File: config.mk
export PLATFORM = sky130hd
export DESIGN_NAME = ppm_frame_decoder
export DESIGN_NICKNAME = d
export VERILOG_FILES = /design/src/rtl/core/ppmfd_pkg.sv /design/src/rtl/core/ppm_frame_decoder.sv
export SDC_FILE = /design/constraint.sdc
export NUM_CORES = 1
export LEC_CHECK = 0
export BUFFER_PORTS_ARGS = -buffer_cell sky130_fd_sc_hd__buf_2
export CAP_MARGIN = 20
export CORE_ASPECT_RATIO = 0.5
export CORE_MARGIN = 2
export CORE_UTILIZATION = 59
export DETAILED_ROUTE_END_ITERATION = 8
export PLACE_DENSITY_LB_ADDON = 0.05
export SETUP_SLACK_MARGIN = 0.02
export SLEW_MARGIN = 10
export SYNTH_ARGS = -nofsm -noshare
export SYNTH_HDL_FRONTEND = slang
export SYNTH_SLANG_ARGS = --single-unit
File: constraint.sdc
create_clock -name i_clk -period 7.7 [get_ports i_clk]
set_input_delay 0.385 -clock i_clk [delete_from_list [all_inputs] [get_ports i_clk]]
set_output_delay 0.385 -clock i_clk [all_outputs]
set_load 0.01 [all_outputs]
File: src/rtl/core/ppmfd_pkg.sv
// Shared constants and types for the PPM frame decoder.
package ppmfd_pkg;

    // Channels per frame
    localparam int NUM_CHANNELS = 10;

    // Field widths
    localparam int TIME_W  = 32;
    localparam int WIDTH_W = 16;
    localparam int IDX_W   = 4;

    // Channel RAM address and channel counter widths
    localparam int ADDR_W = (NUM_CHANNELS > 1) ? $clog2(NUM_CHANNELS) : 1;
    localparam int CNT_W  = $clog2(NUM_CHANNELS + 1);

    // APB port
    localparam int APB_AW = 4;
    localparam int APB_DW = 32;

    // Register map, indexed by paddr[3:2]
    typedef enum logic [1:0] {
        REG_PULSE_MIN  = 2'd0,
        REG_PULSE_MAX  = 2'd1,
        REG_LOCKED_GAP = 2'd2,
        REG_SYNC_GAP   = 2'd3
    } t_reg_idx;

    // Register reset values
    localparam logic [WIDTH_W-1:0] RST_PULSE_MIN  = 16'd800;
    localparam logic [WIDTH_W-1:0] RST_PULSE_MAX  = 16'd2200;
    localparam logic [WIDTH_W-1:0] RST_LOCKED_GAP = 16'd2000;
    localparam logic [WIDTH_W-1:0] RST_SYNC_GAP   = 16'd2500;

endpackage

File: src/rtl/core/ppm_frame_decoder.sv
// PPM frame decoder: edge timestamps in, channel widths of each frame out.
//
// Every transaction on the input carries the microsecond timestamp of one
// rising PPM edge; the block takes one per cycle. The 16-bit delta from the
// previous edge drives the lock and capture logic, and each channel width
// in the pulse window is written to a 10-entry channel RAM. The edge that
// completes the tenth channel starts a run of ten output transactions,
// channel 0 to 9, with o_last_channel on the last; the run drains at one
// per cycle, stalled by i_out_ready, through the RAM's single registered
// read port, which is also the output register. While a run drains, edges
// keep being accepted as long as the decoder is unlocked; once locked
// again the input holds off until the run has finished, so a new frame
// never overwrites a channel not yet sent. The RAM needs no clearing pass:
// every run reads only entries written since the last lock. Registers are
// written over APB at byte addresses 0, 4, 8 and 12; pready is tied high.
module ppm_frame_decoder (
    input  logic                         i_clk,
    input  logic                         i_rst_n,
    // Edge input
    input  logic                         i_in_valid,
    output logic                         o_in_ready,
    input  logic [ppmfd_pkg::TIME_W-1:0] i_edge_time_us,
    // Channel output
    output logic                         o_out_valid,
    input  logic                         i_out_ready,
    output logic [ppmfd_pkg::IDX_W-1:0]  o_channel_index,
    output logic [ppmfd_pkg::WIDTH_W-1:0] o_channel_width_us,
    output logic                         o_last_channel,
    // APB configuration
    input  logic                         psel,
    input  logic                         penable,
    input  logic                         pwrite,
    input  logic [ppmfd_pkg::APB_AW-1:0] paddr,
    input  logic [ppmfd_pkg::APB_DW-1:0] pwdata,
    output logic [ppmfd_pkg::APB_DW-1:0] prdata,
    output logic                         pready
);
    import ppmfd_pkg::*;

    // Configuration registers
    logic [WIDTH_W-1:0] r_pulse_min;
    logic [WIDTH_W-1:0] r_pulse_max;
    logic [WIDTH_W-1:0] r_locked_gap;
    logic [WIDTH_W-1:0] r_sync_gap;

    // Decoder state
    logic [WIDTH_W-1:0] r_prev_time;
    logic               r_locked;
    logic [CNT_W-1:0]   r_taken;
    logic               r_emit_active;
    logic [ADDR_W-1:0]  r_emit_idx;

    // Output register
    logic               r_out_valid;
    logic [ADDR_W-1:0]  r_out_idx;
    logic               r_out_last;
    logic [WIDTH_W-1:0] r_rd_data;

    // Channel RAM
    logic [WIDTH_W-1:0] r_chan_mem [NUM_CHANNELS];

    // Next values
    logic               n_locked;
    logic [CNT_W-1:0]   n_taken;
    logic               n_emit_active;
    logic [ADDR_W-1:0]  n_emit_idx;
    logic               n_out_valid;

    logic               in_accept;
    logic               cfg_write;
    t_reg_idx           cfg_idx;
    logic [WIDTH_W-1:0] delta;
    logic               in_window;
    logic [CNT_W-1:0]   taken_inc;
    logic               chan_write;
    logic               frame_done;
    logic               rd_issue;
    logic               emit_last;

    // APB access
    assign pready    = 1'b1;
    assign cfg_write = psel & penable & pwrite;
    assign cfg_idx   = t_reg_idx'(paddr[3:2]);

    always_ff @(posedge i_clk) begin
        if (!i_rst_n) begin
            r_pulse_min  <= RST_PULSE_MIN;
            r_pulse_max  <= RST_PULSE_MAX;
            r_locked_gap <= RST_LOCKED_GAP;
            r_sync_gap   <= RST_SYNC_GAP;
        end else if (cfg_write) begin
            case (cfg_idx)
                REG_PULSE_MIN:  r_pulse_min  <= pwdata[WIDTH_W-1:0];
                REG_PULSE_MAX:  r_pulse_max  <= pwdata[WIDTH_W-1:0];
                REG_LOCKED_GAP: r_locked_gap <= pwdata[WIDTH_W-1:0];
                REG_SYNC_GAP:   r_sync_gap   <= pwdata[WIDTH_W-1:0];
                default: ;
            endcase
        end
    end

    always_comb begin
        case (cfg_idx)
            REG_PULSE_MIN:  prdata = APB_DW'(r_pulse_min);
            REG_PULSE_MAX:  prdata = APB_DW'(r_pulse_max);
            REG_LOCKED_GAP: prdata = APB_DW'(r_locked_gap);
            REG_SYNC_GAP:   prdata = APB_DW'(r_sync_gap);
            default:        prdata = '0;
        endcase
    end

    // Input hold-off: a locked decoder may write a RAM entry the run still needs
    assign o_in_ready = ~r_emit_active | ~r_locked;
    assign in_accept  = i_in_valid & o_in_ready;

    // Edge delta, modulo 2^16
    assign delta      = i_edge_time_us[WIDTH_W-1:0] - r_prev_time;
    assign in_window  = (delta >= r_pulse_min) && (delta <= r_pulse_max);
    assign taken_inc  = r_taken + CNT_W'(1);
    assign chan_write = in_accept & r_locked & in_window;
    assign frame_done = chan_write && (taken_inc >= CNT_W'(NUM_CHANNELS));

    // Run drain: issue a RAM read whenever the output register frees up
    assign rd_issue  = r_emit_active & (~r_out_valid | i_out_ready);
    assign emit_last = (r_emit_idx == ADDR_W'(NUM_CHANNELS - 1));

    // Lock and capture next state
    always_comb begin
        n_locked = r_locked;
        n_taken  = r_taken;
        if (in_accept) begin
            if (r_locked) begin
                if (in_window) begin
                    n_taken  = taken_inc;
                    n_locked = ~frame_done;
                end else if (delta >= r_locked_gap) begin
                    n_taken = '0;
                end else begin
                    n_locked = 1'b0;
                end
            end else if (delta >= r_sync_gap) begin
                n_locked = 1'b1;
                n_taken  = '0;
            end
        end
    end

    // Run sequencing next state
    always_comb begin
        n_emit_active = r_emit_active;
        n_emit_idx    = r_emit_idx;
        n_out_valid   = r_out_valid;
        if (r_out_valid && i_out_ready) begin
            n_out_valid = 1'b0;
        end
        if (rd_issue) begin
            n_out_valid = 1'b1;
            n_emit_idx  = r_emit_idx + ADDR_W'(1);
            if (emit_last) begin
                n_emit_active = 1'b0;
            end
        end
        if (frame_done) begin
            n_emit_active = 1'b1;
            n_emit_idx    = '0;
        end
    end

    // Control registers
    always_ff @(posedge i_clk) begin
        if (!i_rst_n) begin
            r_prev_time   <= '0;
            r_locked      <= 1'b0;
            r_taken       <= '0;
            r_emit_active <= 1'b0;
            r_emit_idx    <= '0;
            r_out_valid   <= 1'b0;
        end else begin
            if (in_accept) begin
                r_prev_time <= i_edge_time_us[WIDTH_W-1:0];
            end
            r_locked      <= n_locked;
            r_taken       <= n_taken;
            r_emit_active <= n_emit_active;
            r_emit_idx    <= n_emit_idx;
            r_out_valid   <= n_out_valid;
        end
    end

    // Channel RAM: one write port, one registered read port
    always_ff @(posedge i_clk) begin
        if (chan_write) begin
            r_chan_mem[r_taken[ADDR_W-1:0]] <= delta;
        end
        if (rd_issue) begin
            r_rd_data <= r_chan_mem[r_emit_idx];
        end
    end

    // Output payload tags
    always_ff @(posedge i_clk) begin
        if (rd_issue) begin
            r_out_idx  <= r_emit_idx;
            r_out_last <= emit_last;
        end
    end

    assign o_out_valid        = r_out_valid;
    assign o_channel_index    = IDX_W'(r_out_idx);
    assign o_channel_width_us = r_rd_data;
    assign o_last_channel     = r_out_last;

endmodule
## Word level (Yosys, flattened, before mapping)

Memories as Yosys holds them, arrays and structs flattened. A register that Yosys moved wholly into a read port is not among the register bits.
Cells that the tools add are included.
W data, S select, Z words.

| word-level totals | value |
|---|---|
| output and inout bits | 56 |
| memories | 1 |
| word-level logic and storage cells | 70 |
| input port bits | 75 |
| bits in writable memories | 160 |
| flip-flop bits (word level) | 96 |

Memories:

| memory | words | bits a word | read ports | clocked after memory_dff | wr ports | line | text |
|---|---|---|---|---|---|---|---|
| r_chan_mem | 10 | 16 | 1 | 1 | 1 | ppm_frame_decoder.sv:60 | `logic [WIDTH_W-1:0] r_chan_mem [NUM_CHANNELS];` |

| operators by class | value |
|---|---|
| bitwise gates (word level) | 13 |
| $lt $le $gt $ge | 5 |
| reductions and logical operators | 15 |
| muxes and demuxes | 16 |
| add/sub/neg operators | 3 |
| eq/ne operators | 5 |

Operators by type and width:

| kind | count |
|---|---|
| $pmux W32 S4 | 1 |
| $ge A16 B16 Y1 | 3 |
| $le A16 B16 Y1 | 1 |
| $mux W4 | 4 |
| $sub A16 B16 Y16 | 1 |
| $mux W1 | 11 |
| $reduce_and A2 Y1 | 5 |
| $add A4 B1 Y4 const B | 2 |
| $reduce_bool A2 Y1 | 4 |
| $and A1 B1 Y1 | 6 |
| $not A1 Y1 | 5 |
| $eq A2 B2 Y1 const B | 2 |
| $eq A4 B4 Y1 const B | 1 |
| $ge A4 B4 Y1 const B | 1 |
| $logic_and A1 B1 Y1 | 3 |
| $ne A3 B1 Y1 const B | 1 |
| $reduce_and A3 Y1 | 1 |
| $eq A2 B1 Y1 const B | 1 |
| $logic_not A2 Y1 | 1 |
| $or A1 B1 Y1 | 2 |
| $reduce_or A2 Y1 | 1 |

## Logic depth before layout (Yosys ltp)

Gate-level depths: netlist of the first run.

| depth | value |
|---|---|
| depth after elaboration | 9 |
| depth in mapped cells | 19 |
| gate-level depth less buffers | 19 |

## Worst setup path after synthesis of the first run

Ideal clock, no wire load.

| path | value |
|---|---|
| kind | input to register |
| start point | input port i_edge_time_us[0] (netlist bit) |
| end point | memory r_chan_mem[7][0], enable pin |
| library setup time | 0.374 ns |
| data required time | 7.326 ns |
| data arrival time | 4.317 ns |
| slack | 3.009 ns |
| buffers on the path | 0 |
| cell stages on the path | 18 |
| cell sequence | inv_1 ha_1 inv_1 fa_1 a21o_1 a21oi_1 o21a_1 o31ai_1 o211ai_1 nand2_1 xor2_1 ha_1 nand4_1 or4_4 nor3_2 o2111ai_2 nor3b_1 and2_1 |

| between the ends | value |
|---|---|
| cells in the longest elaborated chain, start to end | 6 |
| elaborated cells between the ends (all ways) | 7 |
| classes of those cells | add/sub (1); order compare (2); mux (2); bitwise (1); reduce/logical (1) |

RTL lines:

| item | line | text |
|---|---|---|
| start, declared | ppm_frame_decoder.sv:22 | `input logic [ppmfd_pkg::TIME_W-1:0] i_edge_time_us,` |
| $sub A16 B16 Y16 (*) | ppm_frame_decoder.sv:117 | `assign delta = i_edge_time_us[WIDTH_W-1:0] - r_prev_time;` |
| net delta[14] | ppm_frame_decoder.sv:72 | `logic [WIDTH_W-1:0] delta;` |
| $ge A16 B16 Y1 / $le A16 B16 Y1 (equally long branches) | ppm_frame_decoder.sv:118 | `assign in_window = (delta >= r_pulse_min) && (delta <= r_pulse_max);` |
| $logic_and A1 B1 Y1 (*) | ppm_frame_decoder.sv:118 |  |
| $and A1 B1 Y1 (*) | ppm_frame_decoder.sv:120 | `assign chan_write = in_accept & r_locked & in_window;` |
| $mux W1 (*) | ppm_frame_decoder.sv:192 | `if (chan_write) begin` |
| $mux W1 (not written as such) (*) | ppm_frame_decoder.sv:193 | `r_chan_mem[r_taken[ADDR_W-1:0]] <= delta;` |
| end, declared | ppm_frame_decoder.sv:60 |  |

Mark *: on every way through the listed nets, which the timed path passes. The rest lies on a longest branch.

## Worst setup path in the final report of the first run

| path | value |
|---|---|
| start point | register r_prev_time[1] |
| end point | memory r_chan_mem[7][0], enable pin |

| between the ends | value |
|---|---|
| cells in the longest elaborated chain, start to end | 6 |
| elaborated cells between the ends (all ways) | 7 |
| classes of those cells | add/sub (1); order compare (2); mux (2); bitwise (1); reduce/logical (1) |

RTL lines:

| item | line | text |
|---|---|---|
| start, declared | ppm_frame_decoder.sv:47 | `logic [WIDTH_W-1:0] r_prev_time;` |
| start signal, assigned | ppm_frame_decoder.sv:180 | `r_prev_time <= i_edge_time_us[WIDTH_W-1:0];` |
| $sub A16 B16 Y16 (*) | ppm_frame_decoder.sv:117 |  |
| net delta[13] | ppm_frame_decoder.sv:72 |  |
| $ge A16 B16 Y1 / $le A16 B16 Y1 (equally long branches) | ppm_frame_decoder.sv:118 |  |
| $logic_and A1 B1 Y1 (*) | ppm_frame_decoder.sv:118 |  |
| $and A1 B1 Y1 (*) | ppm_frame_decoder.sv:120 |  |
| $mux W1 (*) | ppm_frame_decoder.sv:192 |  |
| $mux W1 (not written as such) (*) | ppm_frame_decoder.sv:193 |  |

Marks and branches as above.

==> results of run 1 <==
## power groups by stage
stage          registers, W  logic [W]  clock network [W]
2_1_floorplan       0.00165   0.000271                  0
6_report            0.00162   0.000427            0.00125
3_3_place_gp        0.00165   0.000401                  0
5_1_grt             0.00162   0.000477            0.00132
3_5_place_dp        0.00165   0.000419                  0
4_1_cts             0.00162   0.000421            0.00126
## worst max-delay path, stage by stage, from the launching register on
cell       delay (ps)
dfxtp_1           330
inv_1              70
ha_1              260
nor2b_1           150
o31a_1            280
o211ai_1          230
a21oi_1           130
o31ai_1           640
o211ai_1          220
buf_4             240
ha_1              300
nand4_1           130
or4_4             440
nor3_2            210
o2111ai_2         260
nor3b_1           430
and2_1            820
## cell type report
| type | count | area (sq um) |
|---|---|---|
| well taps | 300 | 375.4 |
| multi-input cells | 674 | 5091 |
| clock inverters | 14 | 138.9 |
| clock buffers | 32 | 681.9 |
| fillers | 1623 | 7138 |
| repair buffers | 100 | 565.5 |
| inverters | 89 | 334.1 |
| flip-flops and latches | 272 | 7261 |
## per-stage QoR
step           instances  utilization [%]  hold WS, ps  setup slack (ps)
5_1_grt             1481            66.93        82.36              1723
4_1_cts             1480            66.88        76.65              2145
3_5_place_dp        1434            63.08        446.5              2049
3_3_place_gp        1433            62.98        442.1              2150
6_report            1481            66.93        90.76              2141
2_1_floorplan       1098                -        406.4              3009
## state kept, by name, summed over array words and instances (netlist names)
register,count
o_channel_index,4
o_channel_width_us,16
o_last_channel,1
o_out_valid,1
r_chan_mem,160
r_emit_active,1
r_emit_idx,4
r_locked,1
r_locked_gap,16
r_prev_time,16
r_pulse_max,16
r_pulse_min,16
r_sync_gap,16
r_taken,4
## cell usage after synthesis, types with 3 or more instances
cell type,n,share of area (%)
and2_1,12,0.58
a21oi_1,104,4.0
buf_4,17,0.99
and3_1,4,0.19
edfxtp_1,181,42
ha_1,86,8.3
nand4_1,8,0.39
buf_2,3,0.12
buf_1,8,0.23
nand2_1,167,4.9
o211ai_1,25,1.5
dfxtp_1,91,14
mux4_2,48,8.4
mux2i_1,16,1.2
inv_1,89,2.6
o21ai_0,18,0.70
xor2_1,7,0.47
nor2_1,32,0.93
nor3_1,12,0.47
o21a_1,3,0.17
nor2b_1,22,1.1
or3_1,3,0.15
o31ai_1,4,0.23
a21o_1,7,0.41
nand3_1,13,0.50
xnor2_1,10,0.68
a211oi_1,20,1.2
clkbuf_1,35,1.0
a2111oi_0,3,0.20
## worst max-delay path by stage
stage	slack [ps]	startpoint	endpoint
after floorplan	3010	i_edge_time_us[0]	r_chan_mem[7][0]$_DFFE_PP_
after global placement	2150	i_edge_time_us[1]	r_chan_mem[7][0]$_DFFE_PP_
after detailed placement	2050	i_edge_time_us[1]	r_chan_mem[2][0]$_DFFE_PP_
after CTS	2150	r_prev_time[1]$_SDFFE_PN0P_	r_chan_mem[2][15]$_DFFE_PP_
after global routing	1720	r_prev_time[1]$_SDFFE_PN0P_	r_chan_mem[7][0]$_DFFE_PP_
final	2140	r_prev_time[1]$_SDFFE_PN0P_	r_chan_mem[7][0]$_DFFE_PP_
## metal layers
metal	GRT usage, %	part of all wire (%)	vias to the layer above
met5	0	0	-
li1	-	-	4055
met3	4.821	7.4	44
met4	5.060	1.7	0
met1	37.94	46	4143
met2	40.51	45	277
## cell usage in the layout, fill, tap and decap left out, drive strengths merged, types with 8 or more instances in the layout
cell type / count
edfxtp: 181
a21oi: 104
and2: 13
clkinv: 9
nor2: 32
dfxtp: 91
a211oi: 20
mux2i: 16
nor2b: 22
mux4: 48
conb: 17
ha: 86
nand2: 167
buf: 100
o211ai: 25
clkbuf: 32
nand3: 13
xnor2: 10
o21ai: 18
inv: 90
nand4: 8
nor3: 13
## logic make-up after synthesis
logic type	Yosys count	share of synthesized area (%)
buffers and inverters	152	4.942
and+or+nand+nor	288	10.03
muxes	64	9.613
xor gates and xnor gates	17	1.153
AOI/OAI and AO/OA	201	9.507
adders and majority gates	87	8.489
other	2	0.05817
DFF	272	56.21
==> flow_summary.yaml, run 1 <==
worst_setup_path:
  r2r_setup_slk_ps: 2140
  worstReg2RegStart: "r_prev_time[1]$_SDFFE_PN0P_"
  terminus_of_the_critical_flop_to_flop_path: "r_chan_mem[7][0]$_DFFE_PP_"
  worst_ep_required_time_ps: 7870
  cp_data_arrival_time_ps: 5730
  r2r_cells: 16
  setup.worst_path.start_class: "register"
  critPathKind: "reg2reg"
  timing.critical_path.fanout_max: 16
  critPathCaptureType: "register"
hold_path:
  hold_start: "i_edge_time_us[0]"
  hold_depth: 3
  timing.hold.worst.class: "in2reg"
  min_delay_worst_endpoint: "r_prev_time[0]$_SDFFE_PN0P_"
clocking:
  cts.htree.levels: 1
  cts_buffers: 25
  cts_repair_resize_count: 0
  cts_buffer_depth: 3
  clk-insertion-delay-late_ps: 540
  cts_hold_buf: 0
  cts_post_setup_buffers_inserted: 0
  root_buffer_selected_by_cts: "clkbuf_16"
  tritoncts: "done"
  clk_pin_slew_ps: 60
  clk_sink_count: 272
drt:
  detail_route.wirelength_um: 28910
  detailroute.via_count: 8519
  detail_route.wl_per_cell_um: 19.52
  detail_route.first_pass.iterations: 7
  first_iter_violations: 649
  routed_via_density: 5.752
  postRouteAntennaNets: 0
  drc: 0
synthesis:
  syn_inst: 1083
  proportion_of_synthesized_flip_flops_having_asynchronous_set_or_reset_pct: 0
  synth_warnings: 0
  number_of_enable_flip_flop_cells_after_synthesis: 181
  syn_avg_cell_area_sq_um: 11.92
  ys_ff_latch: 272
  synth_ff_type: "edfxtp_1"
  yosys.cell_types.count: 55
  synthesis.area_sq_um: 12910
  seq_area_frac_synth_pct: 56.21
power_and_ir_drop:
  p_comb_share_pct: 13.0
  design_power_total_w: 0.003295
  power.sequential.fraction_pct: 49.2
  sw_frac_of_total_pct: 25.21
  power.share.clock_pct: 37.9
  power_per_unit_of_standard_cell_area_nw_per_um2: 228.1
  max-vdd-ir-drop_uv: 144.7
  power.leakage_nw: 5.186
  switching_power_w: 0.0008307
  internal_power_w: 0.002465
die:
  dieArea_sq_um: 23150
  die_h_um: 108.6
  die_x_um: 213.2
  rows: 38
  initial_core_util_pct: 59.81
  core-area_sq_um: 21590
  floorplan.io_pins: 131
cells_and_area:
  diodes: 0
  area_growth_syn_to_layout_pct: 11.90
  final_net_count: 1324
  final_cell_area_sq_um: 14450
  drive_above_1_share_pct: 17.10
global_routing:
  grt_util_all_layers_pct: 25.76
  grt_max_degree: 54
  via_count_of_the_first_global_routing_pass: 8152
  grt_first_pass_wirelength_um: 44610
  grt_antenna_before_repair: 0
  global_route.overflow_total: 0
sta:
  rsz0062_at_grt: "false"
  highest_clock_frequency_the_design_can_meet_mhz: 179.9
  final.period_utilization_pct: 72.19
  timing_hold_violations_final: 0
  finClkSkew_ps: 9.291
  final.min_clock_period_ps: 5559
  slew_viol_final: 0
  final-setup-viol-count: 0
  fin_tns_setup_ps: 0
  timing.max_slew.rel_slack_pct: 33.63
  tightest_slew_ps: 995.5
placement:
  detailed_place.area_sq_um: 13620
  detailedPlacementHpwl_um: 18950
  buffers_added_on_ports: 79
  finalWeightedCongestion: 0.8827
job:
  maxCapViolations: 0
status:
  run_status: "complete, no violations"
(Power assumes the default switching activity.)
==> run 2, diff against run 1 <==
==> constraint.sdc (replaced) <==
create_clock -name i_clk -period 5.4 [get_ports i_clk]
set_input_delay 0.27 -clock i_clk [delete_from_list [all_inputs] [get_ports i_clk]]
set_output_delay 0.27 -clock i_clk [all_outputs]
set_load 0.01 [all_outputs]
==> run 2 against run 1 <==
Net effect:
- non-clock buffer count increased by 49
- cell count rose by 3.2%
- global-route usage rose by 0.74 points
- wire length grew 2.2%
- core utilization up 2.4 points
- critical path depth increased by 4
- final area up 3.5%
==> flow_summary.yaml, run 2 (synthesized netlist as in run 1, its figures left out) <==
worst_setup_path:
  terminus_of_the_critical_flop_to_flop_path: "r_chan_mem[4][4]$_DFFE_PP_"
  r2r_setup_slk_ps: 590
  setup.worst_path.start_class: "primary input"
  crit_end: "r_chan_mem[4][4]$_DFFE_PP_"
  timing.critical_path.fanout_max: 16
  r2r_cells: 17
  cp_data_arrival_time_ps: 5120
  critPathCaptureType: "register"
  worstReg2RegStart: "r_prev_time[0]$_SDFFE_PN0P_"
  critPathKind: "in2reg"
  critical_path.startpoint: "i_edge_time_us[0]"
  worst_ep_required_time_ps: 5630
drt:
  detailroute.via_count: 8715
  detail_route.first_pass.iterations: 5
  drc: 0
  detail_route.wirelength_um: 29560
  first_iter_violations: 706
  postRouteAntennaNets: 0
  detail_route.wl_per_cell_um: 19.35
  routed_via_density: 5.704
sta:
  rsz0062_at_grt: "false"
  final.period_utilization_pct: 90.60
  tightest_slew_ps: 998.9
  highest_clock_frequency_the_design_can_meet_mhz: 204.4
  slew_viol_final: 0
  timing.max_slew.rel_slack_pct: 33.40
  final-setup-viol-count: 0
  post_route_setup_slack_ps: 507.7
  fin_tns_setup_ps: 0
  timing_hold_violations_final: 0
  finClkSkew_ps: 13.57
  final.min_clock_period_ps: 4892
die:
  dieArea_sq_um: 23150
  rows: 38
  core-area_sq_um: 21590
  die_h_um: 108.6
  floorplan.io_pins: 131
  die_x_um: 213.2
  initial_core_util_pct: 59.81
status:
  run_status: "complete, no violations"
clocking:
  cts_buffer_depth: 3
  root_buffer_selected_by_cts: "clkbuf_16"
  clk_pin_slew_ps: 70
  cts_buffers: 24
  cts_post_setup_buffers_inserted: 0
  clk_sink_count: 272
  cts_repair_resize_count: 0
  tritoncts: "done"
  clk-insertion-delay-late_ps: 550
  cts.htree.levels: 1
  cts_hold_buf: 32
power_and_ir_drop:
  switching_power_w: 0.001197
  power.leakage_nw: 5.436
  power.sequential.fraction_pct: 47.1
  power_per_unit_of_standard_cell_area_nw_per_um2: 327.3
  power.share.clock_pct: 39.8
  p_comb_share_pct: 13.1
  max-vdd-ir-drop_uv: 210.4
  sw_frac_of_total_pct: 24.45
  internal_power_w: 0.003699
cells_and_area:
  most-common-layout-cells: "edfxtp_1, nand2_1, a21oi_1"
  area_growth_syn_to_layout_pct: 15.85
  drive_above_1_share_pct: 17.51
  final_cell_area_sq_um: 14960
  diodes: 0
  final_net_count: 1372
  largest_register_ffs: 160
  layout_commonest_cell: "edfxtp_1"
hold_path:
  timing.hold.worst.class: "in2reg"
global_routing:
  global_route.overflow_total: 0
  grt_util_all_layers_pct: 26.50
  grt_first_pass_wirelength_um: 46060
  via_count_of_the_first_global_routing_pass: 8478
  grt_antenna_before_repair: 0
  grt_max_degree: 54
placement:
  detailedPlacementHpwl_um: 19310
  detailed_place.area_sq_um: 13740
  dpl_worst_slack_ps: 559.4
  buffers_added_on_ports: 79
  finalWeightedCongestion: 0.8691
job:
  maxCapViolations: 0
[run 2: metrics by stage]
| stage | total power [W] | hold WS [ps] | util [%] | cells |
|---|---|---|---|---|
| after global routing | 0.005066 | 71.73 | 69.30 | 1528 |
| after floorplan | 0.002739 | 406.0 | - | 1098 |
| after detailed placement | 0.002964 | 449.2 | 63.67 | 1452 |
| after global placement | 0.002937 | 442.7 | 63.58 | 1451 |
| after CTS | 0.004909 | 34.51 | 69.30 | 1528 |
| final | 0.004896 | 39.39 | 69.30 | 1528 |
[run 2: critical path: stages]
cell and delay (ps):
dlygate4sd3_1 530, buf_2 130, inv_1 50, ha_1 160, inv_1 60, fa_1 400, a21o_1 200, a21oi_1 260
o21a_1 180, o31ai_1 130, o41ai_1 320, xnor2_1 170, ha_1 310, nand4_1 170, or4_4 470, nor3_2 210
o2111ai_2 180, nor3b_1 430, and2_1 200, buf_4 280
[run 2: worst min-delay path by stage]
stage,slack (ps),cells after the start,endpoint,startpoint
after floorplan,410,2,r_prev_time[10]$_SDFFE_PN0P_,i_edge_time_us[10]
after global placement,440,2,r_prev_time[11]$_SDFFE_PN0P_,r_prev_time[11]$_SDFFE_PN0P_
after detailed placement,450,2,r_prev_time[14]$_SDFFE_PN0P_,r_prev_time[14]$_SDFFE_PN0P_
after CTS,30,4,o_out_valid$_SDFFE_PN0P_,i_out_ready
after global routing,70,4,o_out_valid$_SDFFE_PN0P_,i_out_ready
final,40,4,o_out_valid$_SDFFE_PN0P_,i_out_ready
[run 2: area by class of cell]
| class | instances | area (sq um) |
|---|---|---|
| clock inverters | 14 | 231.5 |
| fillers | 1600 | 6628 |
| multi-input cells | 674 | 5080 |
| flip-flops and latches | 272 | 7261 |
| well taps | 300 | 375.4 |
| inverters | 89 | 334.1 |
| clock buffers | 30 | 663.1 |
| repair buffers | 149 | 1013 |
[run 2: per-layer routing]
metal | global-route usage [%] | up-vias | routed length [um]
met4 | 6.597 | 0 | 632
met3 | 4.473 | 53 | 1960
met5 | 0 | - | 0
met2 | 41.02 | 266 | 13120
met1 | 39.39 | 4244 | 13850
li1 | - | 4152 | -
[run 2: power groups by stage]
stage,registers [W],logic [W],clock network (W)
after floorplan,0.00235,0.000387,0
after global placement,0.00235,0.000584,0
after detailed placement,0.00235,0.000610,0
after CTS,0.00231,0.000632,0.00197
after global routing,0.00231,0.000714,0.00204
final,0.00231,0.000641,0.00195
==> run 3, diff against run 2 <==
--- a/config.mk
+++ b/config.mk
@@ -11,6 +11,7 @@
 export CORE_MARGIN = 2
 export CORE_UTILIZATION = 59
 export DETAILED_ROUTE_END_ITERATION = 8
+export HOLD_SLACK_MARGIN = 0.05
 export PLACE_DENSITY_LB_ADDON = 0.05
 export SETUP_SLACK_MARGIN = 0.02
 export SLEW_MARGIN = 10
==> run 3 against run 2 <==
Net effect:
- maximum frequency shrank 0.17%
- register-to-register slack hardly changed
- die area did not move
- non-clock buffer count increased by 1
- first-iteration DRC count down 2.7%
- sequential share of layout area barely moved
- sequential cell count is the same
- setup slack got worse by 8.5 ps
- clock-buffer cell count unchanged
- clock skew about the same
- final area about the same
- combinational power hardly changed
- largest cell class unchanged
==> flow_summary.yaml, run 3 (synthesized netlist as in run 1, its figures left out) <==
global_routing:
  grt_util_all_layers_pct: 26.51
  grt_antenna_before_repair: 0
  grt_max_degree: 54
  grt_first_pass_wirelength_um: 46080
  global_route.overflow_total: 0
  via_count_of_the_first_global_routing_pass: 8481
drt:
  routed_via_density: 5.750
  detail_route.first_pass.iterations: 6
  first_iter_violations: 687
  detailroute.via_count: 8791
  drc: 0
  postRouteAntennaNets: 0
  detail_route.wl_per_cell_um: 19.28
  detail_route.wirelength_um: 29480
cells_and_area:
  layout_commonest_cell: "edfxtp_1"
  diodes: 0
  seqCellArea_sq_um: 7261
  area_taken_by_multi_input_logic_gates_sq_um: 5080
  num-fill-cells: 1599
  largest_register_ffs: 160
  drive_above_1_share_pct: 17.49
  final_net_count: 1373
  most-common-layout-cells: "edfxtp_1, nand2_1, a21oi_1"
  area_growth_syn_to_layout_pct: 15.93
worst_setup_path:
  setup.worst_path.start_class: "primary input"
  critPathCaptureType: "register"
  worst_ep_required_time_ps: 5630
  critPathKind: "in2reg"
  timing.critical_path.fanout_max: 16
  critical_path.cell_chain: "dlygate4sd3_1 > buf_2 > inv_1 > ha_1 > inv_1 > fa_1 > a21o_1 > a21oi_1 > o21a_1 > o31ai_1 > o41ai_1 > xnor2_1 > ha_1 > nand4_1 > or4_4 > nor3_2 > o2111ai_2 > nor3b_1 > and2_1 > buf_4"
  critical_path.slowest_cell: "dlygate4sd3_1"
  cp_data_arrival_time_ps: 5130
  crit_path_max_incr_delay_ps: 530
sta:
  finClkSkew_ps: 13.92
  highest_clock_frequency_the_design_can_meet_mhz: 204.0
  timing.max_slew.rel_slack_pct: 34.14
  final.min_clock_period_ps: 4901
  final.hold.worst_slack_ps: 191.8
  final.period_utilization_pct: 90.76
  tightest_slew_ps: 987.9
  timing_hold_violations_final: 0
  final-setup-viol-count: 0
  slew_viol_final: 0
  rsz0062_at_grt: "false"
  fin_tns_setup_ps: 0
clocking:
  clk-insertion-delay-late_ps: 550
  cts_repair_resize_count: 0
  clk_sink_count: 272
  clk_pin_slew_ps: 70
  cts_post_setup_buffers_inserted: 0
  cts_buffer_depth: 3
  cts.htree.levels: 1
  cts_buffers: 24
  root_buffer_selected_by_cts: "clkbuf_16"
  tritoncts: "done"
status:
  run_status: "complete, no violations"
placement:
  finalWeightedCongestion: 0.8691
  detailedPlacementHpwl_um: 19310
  buffers_added_on_ports: 79
die:
  rows: 38
  die_h_um: 108.6
  initial_core_util_pct: 59.81
  dieArea_sq_um: 23150
  floorplan.io_pins: 131
  core-area_sq_um: 21590
  die_x_um: 213.2
power_and_ir_drop:
  power_per_unit_of_standard_cell_area_nw_per_um2: 326.8
  power.leakage_nw: 5.440
  max-vdd-ir-drop_uv: 210.2
job:
  maxCapViolations: 0
hold_path:
  timing.hold.worst.class: "in2reg"
==> run 3: per-layer routing <==
layer	GRT usage, %	share of wire [%]	wire (um)
met3	4.473	7.5	2206
met4	6.597	2.3	671
met1	39.41	46	13490
met5	0	0	0
met2	41.02	44	13110
==> run 3: timing repair <==
action | in CTS | in global routing
hold buffers | 33 | 0
setup endpoints to repair | 0 | 0
endpoints found under the hold margin | 81 | 0
==> run 3: per-stage QoR <==
step	total power (W)	cell area, sq um	std cells	util [%]	setup slack, ps
after floorplan	0.002739	12970	1098	-	761.5
after global placement	0.002937	13720	1451	63.58	648.9
after detailed placement	0.002964	13740	1452	63.67	559.4
after CTS	0.004909	14970	1529	69.34	560.5
after global routing	0.005067	14970	1529	69.34	197.7
final	0.004891	14970	1529	69.34	499.2
==> run 3: final cells by class <==
cell class | instances | share of cell area (%)
well taps | 300 | 2.508
inverters | 89 | 2.232
repair buffers | 150 | 6.838
clock inverters | 14 | 1.546
multi-input cells | 674 | 33.94
flip-flops and latches | 272 | 48.51
clock buffers | 30 | 4.430
==> run 3: critical path, delay by kind of cell <==
kind | cells | cell delay, ps
buf+inv | 5 | 1050
simple gates | 5 | 1470
compound gates | 6 | 1270
fa+ha+maj | 3 | 870
xor+xnor | 1 | 180
==> run 3: power breakdown <==
group	switching, W	internal [W]	leakage [nW]
logic	0.000399	0.000243	2.62
clock network	0.000781	0.00116	0.439
registers	0.0000120	0.00230	2.38
total	0.00119	0.00370	5.44
==> run 3: path summary, 6_finish.rpt <==
path / startpoint / to / slack, ps / cells past startpoint
setup / recovery: i_edge_time_us[0] / r_chan_mem[4][4]$_DFFE_PP_ / 500 / 20
hold / removal: i_rst_n / r_locked_gap[4]$_SDFFE_PN1P_ / 190 / 2
setup reg to reg: r_prev_time[0]$_SDFFE_PN0P_ / r_chan_mem[4][4]$_DFFE_PP_ / 580 / 17
hold reg to reg: r_prev_time[11]$_SDFFE_PN0P_ / r_prev_time[11]$_SDFFE_PN0P_ / 460 / 2
